## src/hw/rtl/slfs_pkg.sv

```systemverilog
// shared types, codes and reset values for the stair light fade sequencer
// no dependencies; imported by every module of the block but slfs_mean_div
`default_nettype none

package slfs_pkg;

	localparam int OP_W         = 2;
	localparam int DUTY_W       = 8;
	localparam int TIMER_W      = 16;
	localparam int PHASE_CODE_W = 3;
	localparam int THRESH_W     = 10;
	localparam int CFG_IDX_W    = 3;
	localparam int CFG_DATA_W   = 16;

	// input operation codes
	localparam logic [OP_W-1:0] OP_TICK    = 2'd0;
	localparam logic [OP_W-1:0] OP_TRIGGER = 2'd1;
	localparam logic [OP_W-1:0] OP_SAMPLE  = 2'd2;

	// configuration register indexes
	localparam logic [CFG_IDX_W-1:0] REG_THRESHOLD  = 3'd0;
	localparam logic [CFG_IDX_W-1:0] REG_DARK_ABOVE = 3'd1;
	localparam logic [CFG_IDX_W-1:0] REG_FINAL_DUTY = 3'd2;
	localparam logic [CFG_IDX_W-1:0] REG_FADE_STEP  = 3'd3;
	localparam logic [CFG_IDX_W-1:0] REG_PRE_FADE   = 3'd4;
	localparam logic [CFG_IDX_W-1:0] REG_SUSTAIN    = 3'd5;
	localparam logic [CFG_IDX_W-1:0] REG_EXTENSION  = 3'd6;

	// register reset values
	localparam logic [THRESH_W-1:0] RST_THRESHOLD  = 10'd40;
	localparam logic                RST_DARK_ABOVE = 1'b0;
	localparam logic [DUTY_W-1:0]   RST_FINAL_DUTY = 8'd100;
	localparam logic [7:0]          RST_FADE_STEP  = 8'd20;
	localparam logic [TIMER_W-1:0]  RST_PRE_FADE   = 16'd500;
	localparam logic [TIMER_W-1:0]  RST_SUSTAIN    = 16'd12000;
	localparam logic [TIMER_W-1:0]  RST_EXTENSION  = 16'd8000;

	// phase codes as seen on the result
	localparam logic [PHASE_CODE_W-1:0] PCODE_OFF   = 3'd0;
	localparam logic [PHASE_CODE_W-1:0] PCODE_ARMED = 3'd1;
	localparam logic [PHASE_CODE_W-1:0] PCODE_WAIT  = 3'd2;
	localparam logic [PHASE_CODE_W-1:0] PCODE_UP    = 3'd3;
	localparam logic [PHASE_CODE_W-1:0] PCODE_HOLD  = 3'd4;
	localparam logic [PHASE_CODE_W-1:0] PCODE_DOWN  = 3'd5;

	typedef enum logic [5:0] {
		PH_OFF   = 6'b000001,
		PH_ARMED = 6'b000010,
		PH_WAIT  = 6'b000100,
		PH_UP    = 6'b001000,
		PH_HOLD  = 6'b010000,
		PH_DOWN  = 6'b100000
	} phase_t;

	typedef struct packed {
		logic [THRESH_W-1:0] threshold;
		logic                dark_above;
		logic [DUTY_W-1:0]   final_duty;
		logic [7:0]          fade_step;
		logic [TIMER_W-1:0]  pre_fade;
		logic [TIMER_W-1:0]  sustain;
		logic [TIMER_W-1:0]  extension;
	} cfg_t;

	// one item leaving the input register
	typedef struct packed {
		logic            fire;
		logic [OP_W-1:0] op;
	} step_t;

	function automatic logic [PHASE_CODE_W-1:0] phase_code(input phase_t ph);
		logic [PHASE_CODE_W-1:0] code;
		case (ph)
			PH_OFF:   code = PCODE_OFF;
			PH_ARMED: code = PCODE_ARMED;
			PH_WAIT:  code = PCODE_WAIT;
			PH_UP:    code = PCODE_UP;
			PH_HOLD:  code = PCODE_HOLD;
			PH_DOWN:  code = PCODE_DOWN;
			default:  code = PCODE_OFF;
		endcase
		return code;
	endfunction

	function automatic logic relay_closed(input phase_t ph);
		return (ph == PH_WAIT) || (ph == PH_UP) || (ph == PH_HOLD) || (ph == PH_DOWN);
	endfunction

endpackage

`default_nettype wire

```

## src/hw/rtl/slfs_cfg_regs.sv

```systemverilog
// configuration register file of the stair light fade sequencer
// depends on slfs_pkg
`default_nettype none

module slfs_cfg_regs (
	input  wire                          clk,
	input  wire                          arst_n,
	input  wire                          cfg_valid,
	output logic                         cfg_ready,
	input  wire [slfs_pkg::CFG_IDX_W-1:0]  cfg_index,
	input  wire [slfs_pkg::CFG_DATA_W-1:0] cfg_data,
	output slfs_pkg::cfg_t               cfg
);
	import slfs_pkg::*;

	cfg_t cfg_q;

	assign cfg_ready = 1'b1;
	assign cfg       = cfg_q;

	always_ff @(posedge clk or negedge arst_n) begin
		if (!arst_n) begin
			cfg_q.threshold  <= RST_THRESHOLD;
			cfg_q.dark_above <= RST_DARK_ABOVE;
			cfg_q.final_duty <= RST_FINAL_DUTY;
			cfg_q.fade_step  <= RST_FADE_STEP;
			cfg_q.pre_fade   <= RST_PRE_FADE;
			cfg_q.sustain    <= RST_SUSTAIN;
			cfg_q.extension  <= RST_EXTENSION;
		end else if (cfg_valid) begin
			case (cfg_index)
				REG_THRESHOLD:  cfg_q.threshold  <= cfg_data[THRESH_W-1:0];
				REG_DARK_ABOVE: cfg_q.dark_above <= cfg_data[0];
				REG_FINAL_DUTY: cfg_q.final_duty <= cfg_data[DUTY_W-1:0];
				REG_FADE_STEP:  cfg_q.fade_step  <= cfg_data[7:0];
				REG_PRE_FADE:   cfg_q.pre_fade   <= cfg_data[TIMER_W-1:0];
				REG_SUSTAIN:    cfg_q.sustain    <= cfg_data[TIMER_W-1:0];
				REG_EXTENSION:  cfg_q.extension  <= cfg_data[TIMER_W-1:0];
				default: ;
			endcase
		end
	end

endmodule

`default_nettype wire

```

## src/hw/rtl/slfs_mean_div.sv

```systemverilog
// divides the light sample sum by the sample count
// multiply by a rounded-up reciprocal, exact for every sum of SUM_W bits whose mean fits in MEAN_W bits
// depends on nothing outside this file
`default_nettype none

module slfs_mean_div #(
	parameter int COUNT  = 10,
	parameter int SUM_W  = 14,
	parameter int MEAN_W = 10
) (
	input  wire  [SUM_W-1:0]  sum,
	output logic [MEAN_W-1:0] mean
);
	localparam int SHIFT  = SUM_W + $clog2(COUNT);
	localparam int PROD_W = SHIFT + MEAN_W;
	localparam longint unsigned RECIP = ((64'd1 << SHIFT) + COUNT - 1) / COUNT;
	localparam logic [PROD_W-1:0] RECIP_L = PROD_W'(RECIP);

	logic [PROD_W-1:0] prod;

	assign prod = PROD_W'(sum) * RECIP_L;
	assign mean = prod[SHIFT +: MEAN_W];

endmodule

`default_nettype wire

```

## src/hw/rtl/slfs_light_avg.sv

```systemverilog
// light sample ring with running sum
// depends on slfs_pkg
`default_nettype none

module slfs_light_avg #(
	parameter int SAMPLE_COUNT = 10,
	parameter int SAMPLE_BITS  = 10,
	parameter int SUM_W        = 14
) (
	input  wire                    clk,
	input  wire                    arst_n,
	input  slfs_pkg::step_t        step,
	input  wire [SAMPLE_BITS-1:0]  sample,
	output logic [SUM_W-1:0]       sum_cur,
	output logic [SUM_W-1:0]       sum_nxt
);
	import slfs_pkg::*;

	localparam int POS_W = (SAMPLE_COUNT > 1) ? $clog2(SAMPLE_COUNT) : 1;
	localparam logic [POS_W-1:0] POS_LAST = POS_W'(SAMPLE_COUNT - 1);

	logic [SAMPLE_BITS-1:0] ring_q [SAMPLE_COUNT];
	logic [POS_W-1:0]       pos_q;
	logic [SUM_W-1:0]       sum_q;
	logic                   wr_en;
	logic [POS_W-1:0]       pos_nxt;

	assign wr_en   = step.fire && (step.op == OP_SAMPLE);
	assign pos_nxt = (pos_q == POS_LAST) ? '0 : pos_q + POS_W'(1);
	assign sum_cur = sum_q;
	// the old entry is part of the sum, so the difference never goes negative
	assign sum_nxt = wr_en ? (sum_q - SUM_W'(ring_q[pos_q]) + SUM_W'(sample)) : sum_q;

	always_ff @(posedge clk or negedge arst_n) begin
		if (!arst_n) begin
			for (int i = 0; i < SAMPLE_COUNT; i++) begin
				ring_q[i] <= '0;
			end
			pos_q <= '0;
			sum_q <= '0;
		end else if (wr_en) begin
			ring_q[pos_q] <= sample;
			pos_q         <= pos_nxt;
			sum_q         <= sum_nxt;
		end
	end

endmodule

`default_nettype wire

```

## src/hw/rtl/slfs_phase_ctrl.sv

```systemverilog
// light cycle state machine: arm, dark check, pre-fade wait, fades and hold
// depends on slfs_pkg
`default_nettype none

module slfs_phase_ctrl #(
	parameter int MEAN_W = 10
) (
	input  wire                           clk,
	input  wire                           arst_n,
	input  slfs_pkg::cfg_t                cfg,
	input  slfs_pkg::step_t               step,
	input  wire [MEAN_W-1:0]              mean,
	output logic [slfs_pkg::DUTY_W-1:0]   duty_nxt,
	output slfs_pkg::phase_t              phase_nxt
);
	import slfs_pkg::*;

	localparam int CMP_W = (MEAN_W > THRESH_W) ? MEAN_W : THRESH_W;

	phase_t              phase_q;
	logic [DUTY_W-1:0]   duty_q;
	logic [TIMER_W-1:0]  timer_q;
	logic [TIMER_W-1:0]  timer_nxt;
	logic [TIMER_W-1:0]  timer_dec;
	logic                timer_done;
	logic [DUTY_W-1:0]   duty_inc;
	logic [DUTY_W-1:0]   duty_dec;
	logic [TIMER_W:0]    ext_sum;
	logic [TIMER_W-1:0]  fade_step_w;
	logic [CMP_W-1:0]    mean_x;
	logic [CMP_W-1:0]    thr_x;
	logic                dark;

	assign mean_x      = CMP_W'(mean);
	assign thr_x       = CMP_W'(cfg.threshold);
	assign dark        = cfg.dark_above ? (mean_x >= thr_x) : (mean_x <= thr_x);
	assign timer_dec   = (timer_q != '0) ? timer_q - TIMER_W'(1) : '0;
	assign timer_done  = (timer_q <= TIMER_W'(1));
	assign duty_inc    = duty_q + DUTY_W'(1);
	assign duty_dec    = duty_q - DUTY_W'(1);
	assign ext_sum     = {1'b0, timer_q} + {1'b0, cfg.extension};
	assign fade_step_w = TIMER_W'(cfg.fade_step);

	always_comb begin
		phase_nxt = phase_q;
		duty_nxt  = duty_q;
		timer_nxt = timer_q;
		if (step.fire) begin
			case (step.op)
				OP_TICK: begin
					case (phase_q)
						PH_ARMED: begin
							if (dark) begin
								phase_nxt = PH_WAIT;
								timer_nxt = cfg.pre_fade;
							end
						end
						PH_WAIT: begin
							if (!timer_done) begin
								timer_nxt = timer_dec;
							end else if (duty_q >= cfg.final_duty) begin
								phase_nxt = PH_HOLD;
								timer_nxt = cfg.sustain;
							end else begin
								phase_nxt = PH_UP;
								timer_nxt = fade_step_w;
							end
						end
						PH_UP: begin
							// final duty may have been lowered under the ramp
							if (duty_q >= cfg.final_duty) begin
								phase_nxt = PH_HOLD;
								timer_nxt = cfg.sustain;
							end else if (timer_done) begin
								duty_nxt = duty_inc;
								if (duty_inc >= cfg.final_duty) begin
									phase_nxt = PH_HOLD;
									timer_nxt = cfg.sustain;
								end else begin
									timer_nxt = fade_step_w;
								end
							end else begin
								timer_nxt = timer_dec;
							end
						end
						PH_HOLD: begin
							if (timer_done) begin
								phase_nxt = PH_DOWN;
								timer_nxt = fade_step_w;
							end else begin
								timer_nxt = timer_dec;
							end
						end
						PH_DOWN: begin
							if (duty_q == '0) begin
								phase_nxt = PH_OFF;
								timer_nxt = '0;
							end else if (timer_done) begin
								duty_nxt = duty_dec;
								if (duty_dec == '0) begin
									phase_nxt = PH_OFF;
									timer_nxt = '0;
								end else begin
									timer_nxt = fade_step_w;
								end
							end else begin
								timer_nxt = timer_dec;
							end
						end
						default: ;
					endcase
				end
				OP_TRIGGER: begin
					if (phase_q == PH_OFF) begin
						phase_nxt = PH_ARMED;
					end else if (phase_q == PH_HOLD) begin
						// extend the remaining hold, capped at the full sustain time
						if ((timer_q >= cfg.sustain) || (ext_sum >= {1'b0, cfg.sustain})) begin
							timer_nxt = cfg.sustain;
						end else begin
							timer_nxt = ext_sum[TIMER_W-1:0];
						end
					end
				end
				default: ;
			endcase
		end
	end

	always_ff @(posedge clk or negedge arst_n) begin
		if (!arst_n) begin
			phase_q <= PH_OFF;
			duty_q  <= '0;
			timer_q <= '0;
		end else begin
			phase_q <= phase_nxt;
			duty_q  <= duty_nxt;
			timer_q <= timer_nxt;
		end
	end

endmodule

`default_nettype wire

```

## src/hw/rtl/stair_light_fade_sequencer.sv

```systemverilog
// stair light fade sequencer, top level
// depends on slfs_pkg, slfs_cfg_regs, slfs_light_avg, slfs_mean_div, slfs_phase_ctrl
//
// usage:
//   input stream (s_*): one item per transfer; s_tuser carries the operation
//   (tick, motion trigger, light sample), s_tdata the light sample.
//   output stream (m_*): exactly one result per input item, in order: duty,
//   relay state, phase code and mean light after that item is applied.
//   config channel (cfg_*): one register write per transfer, always ready;
//   write only while no item is in flight.
// timing:
//   an item taken into the input register reaches m_tvalid through the state
//   update into the result register and the mean into the output register.
//   one item per cycle is sustained while m_tready stays high; the phase state
//   machine and the sample ring both update as the item leaves the input register.
// stalls:
//   each stage moves on when the one after it is empty or moving, so bubbles
//   are squeezed out and items are still taken while a result waits; with all
//   three stages full and m_tready low, s_tready drops.
// reset:
//   arst_n clears the ring, the sum, the phase (off), duty and timer, and
//   loads the register defaults; no result is pending after reset.
`default_nettype none

module stair_light_fade_sequencer #(
	parameter int SAMPLE_COUNT = 10,
	parameter int SAMPLE_BITS  = 10,
	localparam int IN_W  = ((SAMPLE_BITS + 7) / 8) * 8,
	localparam int OUT_W = ((12 + SAMPLE_BITS + 7) / 8) * 8
) (
	input  wire                            clk,
	input  wire                            arst_n,
	input  wire                            s_tvalid,
	output logic                           s_tready,
	input  wire [slfs_pkg::OP_W-1:0]       s_tuser,   // operation
	input  wire [IN_W-1:0]                 s_tdata,   // light_sample, zero pad
	output logic                           m_tvalid,
	input  wire                            m_tready,
	output logic [OUT_W-1:0]               m_tdata,   // duty, relay_on, phase, mean_light, pad
	input  wire                            cfg_valid,
	output logic                           cfg_ready,
	input  wire [slfs_pkg::CFG_IDX_W-1:0]  cfg_index,
	input  wire [slfs_pkg::CFG_DATA_W-1:0] cfg_data
);
	import slfs_pkg::*;

	localparam int SUM_W  = $clog2(SAMPLE_COUNT * ((1 << SAMPLE_BITS) - 1) + 1);

	cfg_t                    cfg;
	step_t                   step;

	logic                    valid_s1;
	logic [OP_W-1:0]         op_s1;
	logic [SAMPLE_BITS-1:0]  sample_s1;

	logic                    valid_s2;
	logic [DUTY_W-1:0]       duty_s2;
	phase_t                  phase_s2;
	logic [SUM_W-1:0]        sum_s2;

	logic                    valid_s3;
	logic [OUT_W-1:0]        data_s3;

	logic                    adv_s3;
	logic                    adv_s2;
	logic                    fire_s1;

	logic [SUM_W-1:0]        sum_cur;
	logic [SUM_W-1:0]        sum_nxt;
	logic [SAMPLE_BITS-1:0]  mean_cur;
	logic [SAMPLE_BITS-1:0]  mean_s2;
	logic [DUTY_W-1:0]       duty_nxt;
	phase_t                  phase_nxt;

	// a stage moves on when the next one is empty or moving
	assign adv_s3   = !valid_s3 || m_tready;
	assign adv_s2   = !valid_s2 || adv_s3;
	assign s_tready = !valid_s1 || adv_s2;
	assign fire_s1  = valid_s1 && adv_s2;

	assign step.fire = fire_s1;
	assign step.op   = op_s1;

	assign m_tvalid = valid_s3;
	assign m_tdata  = data_s3;

	slfs_cfg_regs u_cfg_regs (
		.clk       (clk),
		.arst_n    (arst_n),
		.cfg_valid (cfg_valid),
		.cfg_ready (cfg_ready),
		.cfg_index (cfg_index),
		.cfg_data  (cfg_data),
		.cfg       (cfg)
	);

	slfs_light_avg #(
		.SAMPLE_COUNT (SAMPLE_COUNT),
		.SAMPLE_BITS  (SAMPLE_BITS),
		.SUM_W        (SUM_W)
	) u_light_avg (
		.clk     (clk),
		.arst_n  (arst_n),
		.step    (step),
		.sample  (sample_s1),
		.sum_cur (sum_cur),
		.sum_nxt (sum_nxt)
	);

	// mean of the stored samples as the dark check sees it
	slfs_mean_div #(
		.COUNT  (SAMPLE_COUNT),
		.SUM_W  (SUM_W),
		.MEAN_W (SAMPLE_BITS)
	) u_mean_cur (
		.sum  (sum_cur),
		.mean (mean_cur)
	);

	// mean after the item, for the result
	slfs_mean_div #(
		.COUNT  (SAMPLE_COUNT),
		.SUM_W  (SUM_W),
		.MEAN_W (SAMPLE_BITS)
	) u_mean_out (
		.sum  (sum_s2),
		.mean (mean_s2)
	);

	slfs_phase_ctrl #(
		.MEAN_W (SAMPLE_BITS)
	) u_phase_ctrl (
		.clk       (clk),
		.arst_n    (arst_n),
		.cfg       (cfg),
		.step      (step),
		.mean      (mean_cur),
		.duty_nxt  (duty_nxt),
		.phase_nxt (phase_nxt)
	);

	always_ff @(posedge clk or negedge arst_n) begin
		if (!arst_n) begin
			valid_s1 <= 1'b0;
			valid_s2 <= 1'b0;
			valid_s3 <= 1'b0;
		end else begin
			if (s_tready) begin
				valid_s1 <= s_tvalid;
			end
			if (adv_s2) begin
				valid_s2 <= valid_s1;
			end
			if (adv_s3) begin
				valid_s3 <= valid_s2;
			end
		end
	end

	always_ff @(posedge clk) begin
		if (s_tvalid && s_tready) begin
			op_s1     <= s_tuser;
			sample_s1 <= s_tdata[SAMPLE_BITS-1:0];
		end
		if (fire_s1) begin
			duty_s2  <= duty_nxt;
			phase_s2 <= phase_nxt;
			sum_s2   <= sum_nxt;
		end
		if (valid_s2 && adv_s3) begin
			data_s3 <= OUT_W'({mean_s2, phase_code(phase_s2), relay_closed(phase_s2), duty_s2});
		end
	end

endmodule

`default_nettype wire

```

## config.mk

```make
export PLATFORM = sky130hd
export DESIGN_NAME = stair_light_fade_sequencer
export DESIGN_NICKNAME = d
export VERILOG_FILES = /design/src/hw/rtl/slfs_pkg.sv /design/src/hw/rtl/slfs_cfg_regs.sv /design/src/hw/rtl/slfs_mean_div.sv /design/src/hw/rtl/slfs_light_avg.sv /design/src/hw/rtl/slfs_phase_ctrl.sv /design/src/hw/rtl/stair_light_fade_sequencer.sv
export SDC_FILE = /design/constraint.sdc
export NUM_CORES = 1
export LEC_CHECK = 0
export BUFFER_PORTS_ARGS = -buffer_cell sky130_fd_sc_hd__buf_4
export CELL_PAD_IN_SITES_DETAIL_PLACEMENT = 1
export CELL_PAD_IN_SITES_GLOBAL_PLACEMENT = 2
export CORE_MARGIN = 10
export CORE_UTILIZATION = 40
export DETAILED_ROUTE_END_ITERATION = 10
export PLACE_DENSITY_LB_ADDON = 0.1
export SYNTH_ARGS = -nofsm -noshare
export SYNTH_HDL_FRONTEND = slang
export SYNTH_SLANG_ARGS = --single-unit
```

## constraint.sdc

```tcl
create_clock -name clk -period 8.75 [get_ports clk]
set_input_delay 0.4375 -clock clk [delete_from_list [all_inputs] [get_ports clk]]
set_output_delay 0.4375 -clock clk [all_outputs]
set_load 0.05 [all_outputs]
```

# ---- After elaboration in Yosys (flattened, before gate mapping)
# Cells that the tools add are included.
# W data, S select, Z words.
dict set report op_classes {
  mul 2
  n_bitwise 1
  addsub 7
  eq_ne 24
  mux 47
  order_cmp 9
  reduce_logical 29
}
# cell count
set op_table {}
lappend op_table {{$mux W16} 13}
lappend op_table {{$bwmux W100} 1}
lappend op_table {{$pmux W16 S5} 1}
lappend op_table {{$mux W6} 11}
lappend op_table {{$mul A14 B15 Y28 const B} 2}
lappend op_table {{$mux W8} 7}
lappend op_table {{$bmux W10 S4} 1}
lappend op_table {{$demux W10 S4} 1}
lappend op_table {{$pmux W16 S2} 1}
lappend op_table {{$mux W10} 3}
lappend op_table {{$pmux W6 S5} 1}
lappend op_table {{$add A16 B16 Y17} 1}
lappend op_table {{$ge A17 B16 Y1} 1}
lappend op_table {{$ge A16 B16 Y1} 1}
lappend op_table {{$ge A8 B8 Y1} 2}
lappend op_table {{$le A16 B1 Y1 const B} 1}
lappend op_table {{$logic_not A8 Y1} 2}
lappend op_table {{$pmux W8 S2} 1}
lappend op_table {{$reduce_bool A16 Y1} 1}
lappend op_table {{$sub A16 B1 Y16 const B} 1}
lappend op_table {{$pmux W3 S5} 1}
lappend op_table {{$add A14 B10 Y14} 1}
lappend op_table {{$mux W14} 1}
lappend op_table {{$reduce_and A2 Y1} 7}
lappend op_table {{36 further kinds} 56}
dict set report word_totals {
  regBits 288
  out_inout_bits 27
  in_bits 42
}

# ---- Longest topological paths before layout
dict set report depth {
  ltp_word 8
  depth_mapped 32
  depth_no_buf 32
}

# ---- Cells and area by module
# From an unflattened synthesis, not the netlist that was laid out.
dict set report unflattened {
  hier_cells 2218
  hier_area_um2 23301.1
}
# module instances cells_each area_each_um2
set by_module_without_submodules {}
lappend by_module_without_submodules {slfs_light_avg 1 573 6078.3}
lappend by_module_without_submodules {slfs_phase_ctrl 1 668 5216.3}
lappend by_module_without_submodules {{slfs_mean_div (u_mean_cur)} 1 361 3493.4}
lappend by_module_without_submodules {{slfs_mean_div (u_mean_out)} 1 359 3458.3}
lappend by_module_without_submodules {slfs_cfg_regs 1 166 2937.8}
lappend by_module_without_submodules {stair_light_fade_sequencer 1 91 2117.0}

# ---- Worst setup path before layout
# OpenSTA, ideal clock, no wires.
dict set report synth_timing {
  path_kind {flip-flop to flip-flop}
  startpoint {reg u_light_avg.sum_q[12] (netlist: u_light_avg.sum_cur[12])}
  endpoint {reg u_phase_ctrl.timer_q[7]}
  arrival_time_ps 6807
  period_less_slack_ps 6911
  path_buffers 0
  setup_time_ps 104
  slack_ps 1839
  required_ps 8646
  path_stages_with_launch 33
  path_cell_list {dfrtp_1 > inv_1 > ha_1 > inv_1 > fa_1 > fa_1 > inv_1 > fa_1 > inv_1 > fa_1 > inv_1 > fa_1 > inv_1 > ha_1 > a21oi_1 > nor2_1 > o31ai_1 > o2111ai_1 > nand2_1 > o211ai_1 > a21o_1 > a21oi_1 > xnor2_1 > ha_1 > nand4_1 > nor2_1 > a21oi_1 > o211ai_1 > xnor2_1 > o21ai_1 > nand2b_1 > a211oi_1 > a221oi_1}
}
dict set report synth_via {
  elab_chain_cells 5
  elab_cells_between_ends 6
  cone_classes {mul: 1; order compare: 2; eq/ne: 1; mux: 1; reduce/logical: 1}
}
# element line
set synth_lines {}
lappend synth_lines {{from (decl)} slfs_light_avg.sv:24} ;# logic [SUM_W-1:0] sum_q;
lappend synth_lines {{from (signal assigned)} slfs_light_avg.sv:44} ;# sum_q <= sum_nxt;
lappend synth_lines {{$mul A14 B15 Y28 (*)} slfs_mean_div.sv:21} ;# assign prod = PROD_W'(sum) * RECIP_L;
lappend synth_lines {{$le A10 B10 Y1 or $ge A10 B10 Y1 (tied branches)} slfs_phase_ctrl.sv:36} ;# assign dark = cfg.dark_above ? (mean_x >= thr_x) : (mean_x <= thr_x);
lappend synth_lines {{$mux W1 (*)} slfs_phase_ctrl.sv:36}
lappend synth_lines {{$ne A3 B2 Y1 (no line) (*)} --}
lappend synth_lines {{$reduce_and A6 Y1 (no line) (*)} --}
lappend synth_lines {{to (signal assigned)} slfs_phase_ctrl.sv:138} ;# timer_q <= timer_nxt;
lappend synth_lines {{to (decl)} slfs_phase_ctrl.sv:22} ;# logic [TIMER_W-1:0] timer_q;
# Every way passes the cells marked *; elsewhere a longest branch is shown, timed or not.
# A chain may end at the register's enable or synchronous reset.

# ---- Worst setup path after layout
dict set report layout_timing {
  startpoint {reg u_light_avg.sum_q[12] (netlist: u_light_avg.sum_cur[12])}
  endpoint {reg u_phase_ctrl.timer_q[2]}
}
# The elaborated chain is that of the path after synthesis.

==> results.md <==
Outcome:
- The run finished with clean final reports.

STA:
- The final worst-path cycle share is 90.44%.
- The hold violation total from the final report is 0.
- Setup repair after global routing left no endpoint under its margin.
- The minimum period implied by the final worst setup slack is 7.914 ns.
- Setup violations remaining at the end of the flow were counted as 0.
- The final total negative setup slack is 0 ns.
- For the pin with the worst max-slew slack, the measured transition is 1.222 ns.
- The worst slew margin relative to its limit is 18.26%.
- Derived from the worst setup path, the maximum achievable clock frequency is 0.1264 GHz.
- The max-slew violation count is 0.
- Clock skew on the completed layout was measured at 0.02237 ns.

Drt:
- In the final routed layout, each cell accounts on average for 19.75 microns.
- After detailed routing, the number of remaining DRC violations is 0.
- The detail route stage leaves a number of antenna-violating nets equal to 0.
- The final layout contains routed wiring with a total length of 58.26 mm.
- The first detailed-routing pass ran for 5 iterations.
- The first routing iteration left 558 violations.
- Detailed routing inserted a total of 15,720 vias.
- The number of vias per cell is 5.329.

Critical path:
- The capturing point of the worst reg2reg path is u_phase_ctrl.timer_q[2].
- The reg-to-reg critical path startpoint is u_light_avg.sum_cur[12].
- Along the worst path, the maximum fanout reaches 27.
- The setup path with the least slack is of type flop to flop.
- For the worst flop-to-flop path, the logic depth is 33.
- The most numerous cell type found on the critical path is inv_1.
- The required time at the endpoint of the critical path is 9.24 ns.
- The worst setup path is launched from a flop.
- The stage delay of the slowest cell on the critical path is 0.56 ns.
- The number of logic stages on the critical path including buffering is 33.
- The timing endpoint of the critical path is u_phase_ctrl.timer_q[2].
- Data on the critical path arrives at its endpoint at 8.40 ns.
- The capturing element type of the critical path is a flop.
- Across all register-to-register paths, the minimum setup slack is 0.84 ns.
- The critical path starts at u_light_avg.sum_cur[12].
- Counting both buffers and inverters, the worst setup path holds a total of 7.
- The kind of cell adding the most delay to the critical path is adder cells.
- The standard cell with the maximum stage delay on the critical path is fa_1.

Floorplan:
- The initial core utilization is 40.62%.
- The floorplan core area is 0.05531 sq mm.
- The chip width is 257.0 microns.
- For this design the top-level I/O count stands at 69.
- The cell row count is 86.
- The floorplan step set the die height to 257.0 microns.
- The die covers 0.06604 sq mm.

Placement:
- The congestion estimate from routability-driven global placement came to 0.8362.
- Counting tap cells, the placed design contains a total of 2,885 instances.
- The detailed-placement wirelength estimate is 45.32 mm.
- Input and output buffers added on the ports amount to 59.
- The placed standard-cell area is 0.02384 sq mm.

Yosys:
- The sequential area share after synthesis is 33.61%.
- Synthesis inferred 288 register bits.
- The cell count after synthesis is 2,106.
- The mean instance size in the synthesized netlist is 10.67 sq um.
- The synthesized netlist occupies a cell area of 0.02247 sq mm.
- In the post-synthesis netlist, the biggest area contributors are dfrtp_1 (22%), ha_1 (16%), fa_1 (12%).
- The synthesized netlist contains 78 unique library cells.
- Summed over all instances, the cell type with the most area after synthesis is dfrtp_1.
- For this run, the number of Yosys warnings is 0.
- The share of synthesized area in the top cell type comes to 22.17%.
- In the synthesized netlist the dominant register cell turns out to be dfrtp_1.
- In this run, synthesis inferred 62 flip-flops with an integrated enable.
- After synthesis, the share of flip-flops with an asynchronous set or reset is 78.47%.

Global route:
- The via count of the first global-routing pass is 17,240.
- The global-route total usage across every layer is 17.77%.
- The first global-routing pass estimated 94.82 mm of wire.
- The number of antenna violations at the first check in global routing is 2.
- The maximum number of pins on one net before global-route repair is 91.
- The residual overflow from global routing is 0.

Clock tree:
- In this run, post-CTS repair resized a total of 0 instances.
- The worst-case clock buffer depth is 3.
- Clock-pin slew was measured on the worst setup and hold paths at 0.06 ns.
- The maximum level of the CTS H-tree is 2.
- Counting the buffers created by CTS gives 35.
- The TritonCTS clock tree is done.
- The clock root buffer is clkbuf_16.
- The later pin in the worst-skew pair is clocked with a latency of 0.56 ns.
- The clock drives 288 sinks.

Layout:
- Cells fill 45.24% of the core in the end.
- Cells with a size suffix above 1 make up 16.67% of the layout.
- Excluding fillers, the count of instances in the completed layout stands at 2,950.
- For this run, the post-layout net count is 2,635.
- The number of antenna diodes in the final layout is 0.
- Summing all non-filler instances in the final layout gives an area of 0.02502 sq mm.
- The synthesis-to-layout area growth is 11.37%.

Min path:
- The type of the most critical hold path is input pin to flop.
- The startpoint of the tightest hold check path is s_tdata[6].

Flow run:
- The total of max-cap violations is 0.
==> kinds of logic after synthesis <==
group	share of synthesized area (%)
and+or+nand+nor	8.532
buffers and inverters	6.104
other	0.03343
muxes	10.39
adders and majority gates	27.66
AOI/OAI and AO/OA	10.98
DFF	33.61
xor gates and xnor gates	2.690
==> stage by stage <==
| step | setup slack (ns) | hold slack, ns |
|---|---|---|
| after CTS | 0.8285 | 0.01361 |
| final | 0.8361 | 0.05144 |
| after global routing | 0.3198 | 0.02516 |
| after global placement | 1.067 | 0.4015 |
| after floorplan | 1.839 | 0.1419 |
| after detailed placement | 0.8827 | 0.4066 |
==> flip-flops by register name, indices dropped and copies added (netlist names) <==
name,flops
u_phase_ctrl.timer_q,16
u_light_avg.pos_q,4
m_tvalid,1
sum_s2,14
valid_s1,1
u_light_avg.sum_cur,14
phase_s2,6
u_cfg_regs.cfg,75
u_phase_ctrl.duty_q,8
u_light_avg.ring_q,100
u_phase_ctrl.phase_q,6
duty_s2,8
sample_s1,10
op_s1,2
m_tdata,22
valid_s2,1
==> per-layer routing <==
metal	GRT usage (%)	up-vias	wire, microns
li1	-	7484	-
met1	24.15	7996	27990
met2	29.41	168	27550
met3	2.368	69	1571
met4	4.437	4	1122
met5	0	-	27
==> cell usage in the layout, fill, tap and decap left out, types with 10 or more instances in the layout <==
cell         n
inv_1      298
ha_1       287
dfrtp_1    199
mux2_2     146
o21ai_0    142
fa_1       131
nand2_1    120
nor2_1      92
buf_4       87
a21oi_1     83
edfxtp_1    62
xnor2_1     49
nor3_1      39
clkbuf_16   35
dfstp_2     27
mux2i_1     24
nand3_1     23
nand2b_1    22
xor2_1      20
mux4_2      20
o21a_1      19
a22oi_1     18
o31ai_1     17
nor4_1      15
a21o_1      13
nand4_1     12
a31oi_1     12
and3_1      12
a211oi_1    11
or2_2       10
==> Yosys cell counts (6+ instances only) <==
library cell	number
a211oi_1	11
a21boi_0	6
a21o_1	13
a21oi_1	83
a22oi_1	18
a31oi_1	12
and3_1	12
clkbuf_1	43
dfrtp_1	199
dfstp_2	27
edfxtp_1	62
fa_1	131
ha_1	287
inv_1	298
mux2_2	146
mux2i_1	24
mux4_2	20
nand2_1	120
nand2b_1	22
nand3_1	23
nand4_1	12
nor2_1	92
nor2b_1	8
nor3_1	40
nor4_1	15
o211ai_1	8
o21a_1	19
o21ai_0	143
o22ai_1	6
o31ai_1	17
or2_2	10
or3_1	8
or4_1	8
xnor2_1	49
xor2_1	20
==> how the worst min path moves through the flow <==
| stage | depth (start not counted) | slack [ns] | to |
|---|---|---|---|
| 2_1_floorplan | 0 | 0.14 | m_tvalid |
| 3_3_place_gp | 0 | 0.40 | m_tdata[7] |
| 3_5_place_dp | 0 | 0.41 | m_tdata[4] |
| 4_1_cts | 1 | 0.01 | sample_s1[2] |
| 5_1_grt | 1 | 0.03 | sample_s1[6] |
| 6_report | 1 | 0.05 | sample_s1[6] |
==> worst register-to-register path: cells and delay by family (launching register included) <==
kind	cells	cell delay, ns
compound gates	11	2.07
buf+inv	7	0.91
xor+xnor	2	0.33
simple gates	5	0.62
fa+ha+maj	8	3.48
flops	1	0.45
==> layout make-up <==
cell class	instances	area, sq um
Fill cell	6094	30290
Multi-Input combinational cell	1463	13570
Sequential cell	288	7551
Inverter	298	1119
Clock buffer	45	953.4
Tap cell	748	935.9
Timing Repair Buffer	89	678.2
Clock inverter	19	217.7
==> what timing repair did <==
item | in CTS | in global routing
setup buffers | 0 | 0
hold buffers | 1 | 0
endpoints found under the hold margin | 80 | 0
Power is left out: the tool's default activity adds up to more than one toggle a clock period on the data nets, which glitch-free logic cannot reach.
